### config.mk
export PLATFORM = sky130hd
export DESIGN_NAME = point_distance_sort_recenter
export DESIGN_NICKNAME = d
export VERILOG_FILES = /design/src/rtl/core/pdsr_pkg.sv /design/src/rtl/core/pdsr_ctrl.sv /design/src/rtl/core/pdsr_datapath.sv /design/src/rtl/core/point_distance_sort_recenter.sv
export VERILOG_INCLUDE_DIRS = /design/src /design/src/rtl/core
export SDC_FILE = /design/constraint.sdc
export NUM_CORES = 2
export LEC_CHECK = 0
export BUFFER_PORTS_ARGS = -buffer_cell sky130_fd_sc_hd__buf_4
export CORE_MARGIN = 3
export CORE_UTILIZATION = 25
export DETAILED_ROUTE_END_ITERATION = 12
export PLACE_DENSITY = 0.42
export SYNTH_ARGS = -nofsm -noshare
export SYNTH_HDL_FRONTEND = slang
export SYNTH_SLANG_ARGS = --single-unit
### constraint.sdc
create_clock -name clock -period 10 [get_ports clock]
set_input_delay 2 -clock clock [delete_from_list [all_inputs] [get_ports clock]]
set_output_delay 2 -clock clock [all_outputs]
set_load 0.05 [all_outputs]
### src/rtl/core/assert_macros.svh
// Assertion macros shared by the point sort core.
// Included by files that carry concurrent assertions; no dependencies.
`ifndef ASSERT_MACROS_SVH
`define ASSERT_MACROS_SVH

// Expression holds at every clock edge out of reset.
`define ASSERT_ALWAYS(lbl, clk, rst, expr) \
   lbl: assert property (@(posedge clk) disable iff (rst) (expr)) else $error("lbl failed");

// Antecedent implies consequent in the same cycle.
`define ASSERT_IMPL(lbl, clk, rst, ante, cons) \
   lbl: assert property (@(posedge clk) disable iff (rst) (ante) |-> (cons)) else $error("lbl failed");

// Antecedent implies consequent in the next cycle.
`define ASSERT_NEXT(lbl, clk, rst, ante, cons) \
   lbl: assert property (@(posedge clk) disable iff (rst) (ante) |=> (cons)) else $error("lbl failed");

`endif

### src/rtl/core/pdsr_pkg.sv
// Package for the point distance sort core: command/status types and constants.
// No dependencies.
`timescale 1ns / 1ps

package pdsr_pkg;

   localparam int KEY_W = 32;

   typedef struct packed {
      logic       capture;
      logic       sq_en;
      logic [1:0] sq_sel;
      logic       store;
      logic       drop;
      logic       sort_start;
      logic       cmp;
      logic       rank_wr;
      logic       addr_from_order;
      logic       med_latch;
      logic       out_load;
      logic       out_next;
      logic       finish;
   } cmd_type;

   typedef struct packed {
      logic full;
      logic last;
      logic j_last;
      logic i_last;
      logic k_last;
      logic rsp_fire;
   } status_type;

   localparam logic [1:0] SEL_X = 2'd0;
   localparam logic [1:0] SEL_Y = 2'd1;
   localparam logic [1:0] SEL_Z = 2'd2;

endpackage

### src/rtl/core/pdsr_ctrl.sv
// Controller for the point distance sort core: load, rank, median and drain sequencing.
// Depends on pdsr_pkg.
`timescale 1ns / 1ps

module pdsr_ctrl (
   input  logic                 clock,
   input  logic                 reset,
   input  logic                 req_fire,
   output logic                 req_ready,
   input  pdsr_pkg::status_type status,
   output pdsr_pkg::cmd_type    cmd
);

   localparam logic [3:0] S_IDLE   = 4'd0;
   localparam logic [3:0] S_SQX    = 4'd1;
   localparam logic [3:0] S_SQY    = 4'd2;
   localparam logic [3:0] S_SQZ    = 4'd3;
   localparam logic [3:0] S_STORE  = 4'd4;
   localparam logic [3:0] S_RK_RD  = 4'd5;
   localparam logic [3:0] S_RK_CMP = 4'd6;
   localparam logic [3:0] S_RK_WR  = 4'd7;
   localparam logic [3:0] S_MD_W1  = 4'd8;
   localparam logic [3:0] S_MD_W2  = 4'd9;
   localparam logic [3:0] S_MD_USE = 4'd10;
   localparam logic [3:0] S_OT_W1  = 4'd11;
   localparam logic [3:0] S_OT_W2  = 4'd12;
   localparam logic [3:0] S_OT_LD  = 4'd13;
   localparam logic [3:0] S_OT_HLD = 4'd14;

   logic [3:0] state_ff, state_in;

   assign req_ready = (state_ff == S_IDLE);

   always_comb begin
      state_in = state_ff;
      cmd = '0;
      case (state_ff)
         S_IDLE: begin
            if (req_fire) begin
               cmd.capture = 1'b1;
               if (!status.full) begin
                  state_in = S_SQX;
               end else begin
                  cmd.drop = 1'b1;
                  if (status.last) begin
                     cmd.sort_start = 1'b1;
                     state_in = S_RK_RD;
                  end
               end
            end
         end
         S_SQX: begin
            cmd.sq_en = 1'b1;
            cmd.sq_sel = pdsr_pkg::SEL_X;
            state_in = S_SQY;
         end
         S_SQY: begin
            cmd.sq_en = 1'b1;
            cmd.sq_sel = pdsr_pkg::SEL_Y;
            state_in = S_SQZ;
         end
         S_SQZ: begin
            cmd.sq_en = 1'b1;
            cmd.sq_sel = pdsr_pkg::SEL_Z;
            state_in = S_STORE;
         end
         S_STORE: begin
            cmd.store = 1'b1;
            if (status.last) begin
               cmd.sort_start = 1'b1;
               state_in = S_RK_RD;
            end else begin
               state_in = S_IDLE;
            end
         end
         S_RK_RD: begin
            state_in = S_RK_CMP;
         end
         S_RK_CMP: begin
            cmd.cmp = 1'b1;
            state_in = status.j_last ? S_RK_WR : S_RK_RD;
         end
         S_RK_WR: begin
            cmd.rank_wr = 1'b1;
            state_in = status.i_last ? S_MD_W1 : S_RK_RD;
         end
         S_MD_W1: begin
            cmd.addr_from_order = 1'b1;
            state_in = S_MD_W2;
         end
         S_MD_W2: begin
            cmd.addr_from_order = 1'b1;
            state_in = S_MD_USE;
         end
         S_MD_USE: begin
            cmd.addr_from_order = 1'b1;
            cmd.med_latch = 1'b1;
            state_in = S_OT_W1;
         end
         S_OT_W1: begin
            cmd.addr_from_order = 1'b1;
            state_in = S_OT_W2;
         end
         S_OT_W2: begin
            cmd.addr_from_order = 1'b1;
            state_in = S_OT_LD;
         end
         S_OT_LD: begin
            cmd.addr_from_order = 1'b1;
            cmd.out_load = 1'b1;
            state_in = S_OT_HLD;
         end
         S_OT_HLD: begin
            cmd.addr_from_order = 1'b1;
            if (status.rsp_fire) begin
               if (status.k_last) begin
                  cmd.finish = 1'b1;
                  state_in = S_IDLE;
               end else begin
                  cmd.out_next = 1'b1;
                  state_in = S_OT_W1;
               end
            end
         end
         default: begin
            state_in = S_IDLE;
         end
      endcase
   end

   always_ff @(posedge clock) begin
      if (reset) begin
         state_ff <= S_IDLE;
      end else begin
         state_ff <= state_in;
      end
   end

endmodule

### src/rtl/core/pdsr_datapath.sv
// Datapath for the point distance sort core: point memory, squaring unit,
// rank counter, order memory, median and result register. Depends on pdsr_pkg.
`timescale 1ns / 1ps
`include "assert_macros.svh"

module pdsr_datapath #(
   parameter int MAX_POINTS = 16,
   parameter int COORD_BITS = 16
) (
   input  logic                          clock,
   input  logic                          reset,
   input  pdsr_pkg::cmd_type             cmd,
   output pdsr_pkg::status_type          status,
   input  logic [3*COORD_BITS-1:0]       in_data,
   input  logic                          in_last,
   output logic [6*COORD_BITS+34:0]      out_data,
   output logic [1:0]                    out_user,
   output logic                          out_last,
   output logic                          out_valid,
   input  logic                          out_ready
);

   localparam int C     = COORD_BITS;
   localparam int KW    = pdsr_pkg::KEY_W;
   localparam int CNT_W = $clog2(MAX_POINTS + 1);
   localparam int IDX_W = (MAX_POINTS > 1) ? $clog2(MAX_POINTS) : 1;
   localparam int ACC_W = 2 * C + 2;
   localparam int PT_W  = KW + 3 * C;

   logic [PT_W-1:0]  pt_mem [0:MAX_POINTS-1];
   logic [IDX_W-1:0] ord_mem [0:MAX_POINTS-1];

   logic [C-1:0]       x_ff, y_ff, z_ff;
   logic               last_ff;
   logic [ACC_W-1:0]   acc_ff;
   logic [CNT_W-1:0]   cnt_ff;
   logic               drop_ff;
   logic [IDX_W-1:0]   i_ff, j_ff, rank_ff, k_ff;
   logic [PT_W-1:0]    pa_ff, pb_ff;
   logic [IDX_W-1:0]   ord_ff;
   logic [C-1:0]       mx_ff, my_ff, mz_ff;
   logic [6*C+34:0]    od_ff;
   logic [1:0]         ou_ff;
   logic               ol_ff;
   logic               ov_ff;

   logic [C-1:0]          sq_op;
   logic signed [2*C-1:0] sq_prod;
   logic [ACC_W+KW-1:0]   acc_ext;
   logic [KW-1:0]         key;
   logic [IDX_W-1:0]      wr_idx, addr_a, n_last, n_half;
   logic [KW-1:0]         key_a, key_b;
   logic                  before_i;
   logic [C:0]            mv_x, mv_y, mv_z;
   logic                  fire;

   assign wr_idx = cnt_ff[IDX_W-1:0];
   assign n_last = IDX_W'(cnt_ff - CNT_W'(1));
   assign n_half = IDX_W'(cnt_ff >> 1);

   always_comb begin
      case (cmd.sq_sel)
         pdsr_pkg::SEL_X: sq_op = x_ff;
         pdsr_pkg::SEL_Y: sq_op = y_ff;
         pdsr_pkg::SEL_Z: sq_op = z_ff;
         default:         sq_op = '0;
      endcase
   end

   assign sq_prod = $signed(sq_op) * $signed(sq_op);
   assign acc_ext = {{KW{1'b0}}, acc_ff};
   assign key     = (|acc_ext[ACC_W+KW-1:KW]) ? '1 : acc_ext[KW-1:0];

   assign addr_a = cmd.addr_from_order ? ord_ff : i_ff;
   assign key_a  = pa_ff[PT_W-1:3*C];
   assign key_b  = pb_ff[PT_W-1:3*C];
   assign before_i = (key_b < key_a) || ((key_b == key_a) && (j_ff > i_ff));

   assign mv_x = $signed({pa_ff[C-1], pa_ff[C-1:0]}) - $signed({mx_ff[C-1], mx_ff});
   assign mv_y = $signed({pa_ff[2*C-1], pa_ff[2*C-1:C]}) - $signed({my_ff[C-1], my_ff});
   assign mv_z = $signed({pa_ff[3*C-1], pa_ff[3*C-1:2*C]}) - $signed({mz_ff[C-1], mz_ff});

   assign fire = ov_ff & out_ready;

   assign status.full     = (cnt_ff == CNT_W'(MAX_POINTS));
   assign status.last     = cmd.capture ? in_last : last_ff;
   assign status.j_last   = (j_ff == n_last);
   assign status.i_last   = (i_ff == n_last);
   assign status.k_last   = (k_ff == n_last);
   assign status.rsp_fire = fire;

   assign out_data  = od_ff;
   assign out_user  = ou_ff;
   assign out_last  = ol_ff;
   assign out_valid = ov_ff;

   always_ff @(posedge clock) begin
      if (cmd.store) begin
         pt_mem[wr_idx] <= {key, z_ff, y_ff, x_ff};
      end
      if (cmd.rank_wr) begin
         ord_mem[rank_ff] <= i_ff;
      end
      pa_ff  <= pt_mem[addr_a];
      pb_ff  <= pt_mem[j_ff];
      ord_ff <= ord_mem[k_ff];
   end

   always_ff @(posedge clock) begin
      if (cmd.capture) begin
         x_ff    <= in_data[C-1:0];
         y_ff    <= in_data[2*C-1:C];
         z_ff    <= in_data[3*C-1:2*C];
         last_ff <= in_last;
         acc_ff  <= '0;
      end else if (cmd.sq_en) begin
         acc_ff <= acc_ff + ACC_W'($unsigned(sq_prod));
      end
      if (cmd.med_latch) begin
         mx_ff <= pa_ff[C-1:0];
         my_ff <= pa_ff[2*C-1:C];
         mz_ff <= pa_ff[3*C-1:2*C];
      end
      if (cmd.out_load) begin
         od_ff <= {mv_z, mv_y, mv_x, pa_ff};
         ou_ff <= {drop_ff, k_ff == n_half};
         ol_ff <= (k_ff == n_last);
      end
   end

   always_ff @(posedge clock) begin
      if (reset) begin
         cnt_ff  <= '0;
         drop_ff <= 1'b0;
         i_ff    <= '0;
         j_ff    <= '0;
         rank_ff <= '0;
         k_ff    <= '0;
         ov_ff   <= 1'b0;
      end else begin
         if (cmd.store) begin
            cnt_ff <= cnt_ff + CNT_W'(1);
         end
         if (cmd.drop) begin
            drop_ff <= 1'b1;
         end
         if (cmd.sort_start) begin
            i_ff    <= '0;
            j_ff    <= '0;
            rank_ff <= '0;
         end
         if (cmd.cmp) begin
            rank_ff <= rank_ff + IDX_W'(before_i);
            if (!status.j_last) begin
               j_ff <= j_ff + IDX_W'(1);
            end
         end
         if (cmd.rank_wr) begin
            i_ff    <= i_ff + IDX_W'(1);
            j_ff    <= '0;
            rank_ff <= '0;
            k_ff    <= status.i_last ? n_half : k_ff;
         end
         if (cmd.med_latch) begin
            k_ff <= '0;
         end
         if (cmd.out_next) begin
            k_ff <= k_ff + IDX_W'(1);
         end
         if (cmd.out_load) begin
            ov_ff <= 1'b1;
         end else if (fire) begin
            ov_ff <= 1'b0;
         end
         if (cmd.finish) begin
            cnt_ff  <= '0;
            drop_ff <= 1'b0;
         end
      end
   end

   `ASSERT_ALWAYS(a_cnt_bound, clock, reset, cnt_ff <= CNT_W'(MAX_POINTS))
   `ASSERT_IMPL(a_out_nonempty, clock, reset, ov_ff, cnt_ff != '0)
   `ASSERT_IMPL(a_rank_bound, clock, reset, cmd.cmp, CNT_W'(rank_ff) < cnt_ff)
   `ASSERT_NEXT(a_finish_clear, clock, reset, cmd.finish, cnt_ff == '0 && !drop_ff)

endmodule

### src/rtl/core/point_distance_sort_recenter.sv
// Top level of the point distance sort core: controller plus datapath.
// Depends on pdsr_pkg, pdsr_ctrl and pdsr_datapath.
//
//  channel | dir | handshake          | contents
//  req     | in  | req_tvalid/tready  | one point; tlast ends the set
//  rsp     | out | rsp_tvalid/tready  | one sorted point with offsets and flags
//
// Load: each stored point steps through capture, three squares through one
// multiplier and store; a dropped point is only captured.
// Sort: each key pair is read, then compared; each point's rank is then written.
// Median lookup follows. Drain: each result is read, loaded and held until rsp_tready takes it.
// Reset is synchronous and active high; no request is taken while a set is sorted
// or drained, and a stalled result holds in the output register.
`timescale 1ns / 1ps

module point_distance_sort_recenter #(
   parameter int MAX_POINTS = 16,
   parameter int COORD_BITS = 16
) (
   input  logic                                          clock,
   input  logic                                          reset,
   input  logic                                          req_tvalid,
   output logic                                          req_tready,
   // coord_x, coord_y, coord_z, zero pad
   input  logic [((3*COORD_BITS+7)/8)*8-1:0]             req_tdata,
   input  logic                                          req_tlast,
   output logic                                          rsp_tvalid,
   input  logic                                          rsp_tready,
   // sorted_x, sorted_y, sorted_z, dist_squared, moved_x, moved_y, moved_z, zero pad
   output logic [((6*COORD_BITS+35+7)/8)*8-1:0]          rsp_tdata,
   // is_median, overflowed
   output logic [1:0]                                    rsp_tuser,
   output logic                                          rsp_tlast
);

   localparam int OUT_W = 6 * COORD_BITS + 35;
   localparam int OUT_T = ((OUT_W + 7) / 8) * 8;

   pdsr_pkg::cmd_type    cmd;
   pdsr_pkg::status_type status;
   logic [OUT_W-1:0]     out_data;
   logic                 req_fire;

   assign req_fire = req_tvalid & req_tready;
   assign rsp_tdata = OUT_T'(out_data);

   pdsr_ctrl u_ctrl (
      .clock     (clock),
      .reset     (reset),
      .req_fire  (req_fire),
      .req_ready (req_tready),
      .status    (status),
      .cmd       (cmd)
   );

   pdsr_datapath #(
      .MAX_POINTS (MAX_POINTS),
      .COORD_BITS (COORD_BITS)
   ) u_datapath (
      .clock     (clock),
      .reset     (reset),
      .cmd       (cmd),
      .status    (status),
      .in_data   (req_tdata[3*COORD_BITS-1:0]),
      .in_last   (req_tlast),
      .out_data  (out_data),
      .out_user  (rsp_tuser),
      .out_last  (rsp_tlast),
      .out_valid (rsp_tvalid),
      .out_ready (rsp_tready)
   );

endmodule

# After elaboration in Yosys (flattened, before gate mapping)

Memories as Yosys holds them, arrays and structs flattened. A register that Yosys moved wholly into a read port is not among the register bits.
Index checks and enable logic that the tools add are counted.

Memory bits (read-only): 0
Latch bits: 0
Input bits: 53
Register bits after elaboration: 292
Output and inout bits: 141
Memories kept: 2
Bits in writable memories: 1,344

Memories:

| memory             | words | width | read ports | clocked after memory_dff | write ports | line                | RTL |
|---|---|---|---|---|---|---|---|
| u_datapath.pt_mem  | 16    | 80    | 2          | 2                        | 1           | pdsr_datapath.sv:30 | `logic [PT_W-1:0] pt_mem [0:MAX_POINTS-1];` |
| u_datapath.ord_mem | 16    | 4     | 1          | 1                        | 1           | pdsr_datapath.sv:31 | `logic [IDX_W-1:0] ord_mem [0:MAX_POINTS-1];` |

Multiply operators: 1
Mux-type cells: 47
Bitwise operators: 2
Reductions and logical operators: 15
Divide/modulo/power cells: 0
Shift operators: 0
Order comparisons: 2
Equal/unequal tests: 25
$add $sub $neg: 10

Operators by type and width:

| operator            | count |
|---|---|
| $mux 4              | 17 |
| $pmux 4 s15         | 1 |
| $sub 16x16->17      | 3 |
| $pmux 16 s3         | 1 |
| $add 34x32->34      | 1 |
| $eq 32x32->1        | 1 |
| $lt 32x32->1        | 1 |
| $mul 16x16->32      | 1 |
| $mux 32             | 1 |
| $eq 4x4->1 const B  | 7 |
| $mux 1              | 19 |
| $eq 4x3->1 const B  | 4 |
| $eq 4x4->1          | 4 |
| $add 4x1->4 const B | 3 |
| $mux 2              | 5 |
| $pmux 3 s3          | 1 |
| $eq 4x2->1 const B  | 2 |
| $reduce_or 7->1     | 1 |
| $reduce_bool 2->1   | 3 |
| $reduce_bool 3->1   | 2 |
| $reduce_or 2->1     | 3 |
| $add 5x1->5 const B | 1 |
| $eq 5x5->1 const B  | 1 |
| $add 4x1->4         | 1 |
| 16 further kinds    | 18 |

# Logic depth before layout (Yosys ltp)

Depth in word-level cells: 12
Depth in mapped cells: 41
Depth with buffers taken out: 37

# By module

A second synthesis with hierarchy kept.

Cell total of the unflattened synthesis: 4,918
Area total of the unflattened synthesis: 81,364.3 sq um

By module, submodules not included:

| module                       | cells each | instances | sequential area each (sq um) | area each (sq um) |
|---|---|---|---|---|
| pdsr_datapath                | 4,847      | 1         | 50,748.7                     | 80,873.8 |
| pdsr_ctrl                    | 64         | 1         | 80.1                         | 442.9 |
| point_distance_sort_recenter | 7          | 1         | 0.0                          | 47.5 |

# Worst setup path after synthesis

OpenSTA, ideal clock, no wires.

Path type: flip-flop to flip-flop
Start point: reg u_ctrl.state_ff[3]
End point: reg u_datapath.acc_ff[31]
Stages on the path, launching flop included: 39
Setup slack: 1,270 ps
Buffers on the path: 4
Arrival time: 8,635 ps
Path through: dfxtp_1 -> buf_2 -> nor2_1 -> nand2_1 -> buf_2 -> a221oi_1 -> inv_1 -> clkbuf_1 -> nand2_1 -> inv_1 -> fa_1 -> inv_1 -> fa_1 -> fa_1 -> inv_1 -> fa_1 -> fa_1 -> inv_1 -> [... 3 more ...] -> clkbuf_1 -> a21oi_1 -> o21ai_0 -> a41oi_1 -> nand2_1 -> a31oi_1 -> nand2_1 -> a2111o_1 -> o311ai_0 -> ha_1 -> a21o_1 -> a21o_1 -> a21o_1 -> a21o_1 -> nand2_1 -> o21ai_1 -> or4b_1 -> o311ai_1

Word-level cells in the longest chain between the ends: 6

Ends and longest elaborated chain:

| what                                            | line                 | RTL |
|---|---|---|
| from (decl)                                     | pdsr_ctrl.sv:30      | `logic [3:0] state_ff, state_in;` |
| from (signal assigned)                          | pdsr_ctrl.sv:135     | `state_ff <= state_in;` |
| $eq 4x2->1 / $eq 4x1->1 (equally long branches) | pdsr_ctrl.sv:37      | `case (state_ff)` |
| $pmux 3 s3                                      | pdsr_ctrl.sv:37      |  |
| $eq 2x2->1, or another cell as far along        | pdsr_datapath.sv:62  | `case (cmd.sq_sel)` |
| $pmux 16 s3                                     | pdsr_datapath.sv:62  |  |
| $mul 16x16->32                                  | pdsr_datapath.sv:70  | `assign sq_prod = $signed(sq_op) * $signed(sq_op);` |
| $add 34x32->34                                  | pdsr_datapath.sv:117 | `acc_ff <= acc_ff + ACC_W'($unsigned(sq_prod));` |
| to (signal assigned)                            | pdsr_datapath.sv:117 |  |
| to (decl)                                       | pdsr_datapath.sv:35  | `logic [ACC_W-1:0] acc_ff;` |

Several ways; a longest one is shown, not always the timed one.
A chain may end at the register's enable or synchronous reset.

# Worst setup path in the final report

Ends and elaborated chain as after synthesis.

==> impl_metrics.py <==
metrics = {
    "synth": {
        "asyncSetResetFlopFracSynth": 0,
        "primary_flip_flop_cell_chosen_by_synthesis_mapping": "sky130_fd_sc_hd__edfxtp_1",
        "synth_largest_type_area_fraction": 0.5831,
        "synth_edf_count": 1574,
        "synth.ff_latch_count": 1752,
        "synth_seq_area_share": 0.6270,
        "yosys.area.top_type": "sky130_fd_sc_hd__edfxtp_1",
        "synth_cells": 4944,
        "synth_cell_types": 78,
        "synth_area_leaders": "sky130_fd_sc_hd__edfxtp_1 58%, sky130_fd_sc_hd__mux4_2 14%, sky130_fd_sc_hd__fa_1 5.9%",
        "synth_area_um2": 81070,
        "yosysWarnings": 0,
        "synth.avg_cell_area_um2": 16.40,
    },
    "global_routing": {
        "grt_use_met1": 0.1910,
        "groute.usage.overall": 0.1376,
        "pin_count_of_the_biggest_net_entering_global_routing": 104,
        "initial_antenna_violation_count": 15,
        "first_global_vias": 47290,
        "global_route.overflow_total": 0,
        "first_pass_grt_wire_length_um": 336800,
        "grt_most_used_layer": "met2",
        "grt_use_met3": 0.01882,
        "globalRouteMet2Util": 0.2300,
    },
    "placed_design": {
        "hpwl_um": 138300,
        "io_buffer_count": 188,
        "routability_congestion": 0.7930,
    },
    "floorplanning": {
        "dieArea_um2": 331100,
        "ios": 194,
        "start_util": 0.2518,
        "floorplan.die.height_um": 575.4,
        "coreArea_um2": 321900,
        "floorplan.rows": 208,
        "die-width_um": 575.4,
    },
    "cells_and_area": {
        "final_net_count": 5735,
        "layout-drive-gt1-share": 0.2136,
        "flow.area_growth_from_synthesis_pct": 16.34,
        "final.fill_count": 32060,
        "multi_input_area_um2": 27820,
        "combined_flip_flop_and_latch_cell_area_um2": 50840,
    },
    "run_status": {
        "status": "finished clean",
    },
    "cts": {
        "cts_hold_buffers": 0,
        "cts_max_path_buffers": 4,
        "numCtsBuffers": 194,
        "root_buffer": "sky130_fd_sc_hd__clkbuf_16",
        "worst_skew_pair.late_latency_ns": 0.90,
        "cts_max_level": 4,
        "cts.clk_slew.worst_paths_ns": 0.06,
        "cts_tree": "yes",
        "tritoncts_num_sinks": 1752,
    },
    "setup_path": {
        "critical_path.max_fanout": 11,
        "critPathMostFrequentCell": "sky130_fd_sc_hd__fa_1",
        "critical_path.slowest_cell": "sky130_fd_sc_hd__fa_1",
        "cpPeakStageDelay_ns": 0.57,
        "critical_path_class": "reg2reg",
        "timing.critical_path.required_ns": 10.74,
        "crit_arrival_ns": 10.10,
        "worst-r2r-setup-slack_ns": 0.64,
        "cp_endpoint_kind": "flip-flop",
        "cp-start-kind": "flip-flop",
    },
    "routing": {
        "routedWlPerCell_um": 23.83,
        "routed_wl_um": 231000,
        "drtIter0Drc": 3645,
        "remaining_drc_errors": 0,
        "detailroute.via_count": 44800,
        "detail_route.first_pass.iterations": 7,
        "routed_via_density": 4.620,
        "final_antenna_net_count": 0,
    },
    "timing": {
        "setup_repair_after_global_routing_missed_its_margin": "no",
        "final-setup-viol-count": 0,
        "finalCriticalPeriod_ns": 9.365,
        "slew_headroom": 0.2632,
        "count_of_final_max_slew_check_failures": 0,
        "tightestPinTransition_ns": 1.105,
        "timing.fmax_mhz": 106.8,
        "final_hold_viol_count": 0,
        "timing.final.crit_share": 0.9365,
        "worst_clock_skew_ns": 0.07849,
        "totalNegativeSetupSlack_ns": 0,
    },
    "worst_hold_path": {
        "hold_path.class": "reg2reg",
    },
    "flow_run": {
        "drv.max_cap_violation_count": 0,
    },
}
[synth_stat cells, drive strengths merged, types with 7 or more instances]
library cell and n:
buf 99, mux2i 17, a31oi 91, xnor2 71, nand2 353, nor2 210, and3 13, nand3 44
o21bai 8, nand2b 17, or2 13, fa 238, o22ai 7, ha 213, nand4 16, a21o 39
a21oi 107, clkbuf 129, o31a 8, or3 41, nor3 50, xor2 31, o21ai 73, mux4 500
clkinv 7, a221o 7, and2 88, edfxtp 1574, and4 8, a221oi 17, dfxtp 178, nor2b 25
inv 449, o21a 26, a211oi 94, a21boi 10
[final cells by class]
cell class / count / share of cell area
flip-flops and latches: 1752 / 0.5391
multi-input cells: 2512 / 0.2950
clock buffers: 274 / 0.05726
well taps: 4305 / 0.05711
repair buffers: 315 / 0.02614
inverters: 456 / 0.01826
clock inverters: 75 / 0.006939
diodes: 7 / 0.0001857
[sequential cells by signal, summed over array words and instances, names as in the netlist, 32 cells and up]
| name | flops |
|---|---|
| u_datapath.acc_ff | 34 |
| u_datapath.pt_mem | 1280 |
| u_datapath.out_data | 131 |
| u_datapath.pb_ff | 32 |
| u_datapath.pa_ff | 80 |
| u_datapath.ord_mem | 64 |
[worst max-delay path: cells and delay by family, from the launching register on]
kind | cells | cell delay [ns]
DFF | 1 | 0.32
AOI/OAI and AO/OA | 11 | 2.64
buffers and inverters | 6 | 0.85
adders and majority gates | 8 | 3.33
and+or+nand+nor | 9 | 2.06
[final timing paths]
kind,from,endpoint,depth (start not counted)
worst max-delay path,u_ctrl.state_ff[3],u_datapath.acc_ff[31],34
worst min-delay path,u_datapath.pa_ff[71],u_datapath.out_data[71],0
worst max register to register,u_ctrl.state_ff[3],u_datapath.acc_ff[31],34
worst min register to register,u_datapath.pa_ff[71],u_datapath.out_data[71],0
[cell usage in the layout (no fill, tap or decap), types with 12 or more instances in the layout]
master                      instances
sky130_fd_sc_hd__nand2_1          351
sky130_fd_sc_hd__nor2_4            12
sky130_fd_sc_hd__clkinv_1          24
sky130_fd_sc_hd__xor2_1            31
sky130_fd_sc_hd__and3_1            13
sky130_fd_sc_hd__and2_1            88
sky130_fd_sc_hd__nand2b_1          17
sky130_fd_sc_hd__nor2b_1           24
sky130_fd_sc_hd__mux2i_1           13
sky130_fd_sc_hd__mux4_2           500
sky130_fd_sc_hd__nor3_1            45
sky130_fd_sc_hd__edfxtp_1        1574
sky130_fd_sc_hd__ha_1             213
sky130_fd_sc_hd__a21o_1            39
sky130_fd_sc_hd__or2_2             13
sky130_fd_sc_hd__inv_1            447
sky130_fd_sc_hd__o21ai_0           71
sky130_fd_sc_hd__nor2_1           197
sky130_fd_sc_hd__a21oi_1          107
sky130_fd_sc_hd__clkinv_2          33
sky130_fd_sc_hd__a211oi_1          94
sky130_fd_sc_hd__dfxtp_1          172
sky130_fd_sc_hd__fa_1             238
sky130_fd_sc_hd__xnor2_1           71
sky130_fd_sc_hd__clkbuf_1          60
sky130_fd_sc_hd__or3_1             41
sky130_fd_sc_hd__nand3_1           43
sky130_fd_sc_hd__buf_4            307
sky130_fd_sc_hd__a31oi_1           91
sky130_fd_sc_hd__clkbuf_16        198
sky130_fd_sc_hd__clkbuf_8          16
sky130_fd_sc_hd__nand4_1           16
sky130_fd_sc_hd__o21a_1            26
[stage by stage]
step	setup slack (ns)	cell area (um^2)	cells	utilization	hold WS, ns
6_report	0.6354	94310	9696	0.2930	0.4339
3_3_place_gp	-0.05756	88150	9336	0.2738	0.4217
5_1_grt	0.04855	94290	9690	0.2929	0.4403
3_5_place_dp	-0.2488	88150	9336	0.2738	0.4155
4_1_cts	0.02149	94220	9685	0.2927	0.4296
2_1_floorplan	1.270	81080	4948	-	0.4082
[what timing repair did]
action | in CTS | in global routing
setup endpoints to repair | 5 | 13
pin swaps | 0 | 1
gates resized for setup | 1 | 8
setup buffers | 0 | 4
[per-layer routing]
layer	part of all wire	routed length, um
met4	0.016	3656
met1	0.45	104200
met3	0.049	11370
met5	0.000091	21
met2	0.48	111800
[logic make-up after synthesis]
group                      synth area share
DFF                                  0.6270
other                            0.00004626
buffers and inverters               0.03297
xor gates and xnor gates            0.01130
muxes                                0.1412
adders and majority gates           0.09165
and+or+nand+nor                     0.05095
AOI/OAI and AO/OA                   0.04488
Power is not shown: default switching activity piles up to over one toggle a cycle in this logic, so the estimate is an artifact.
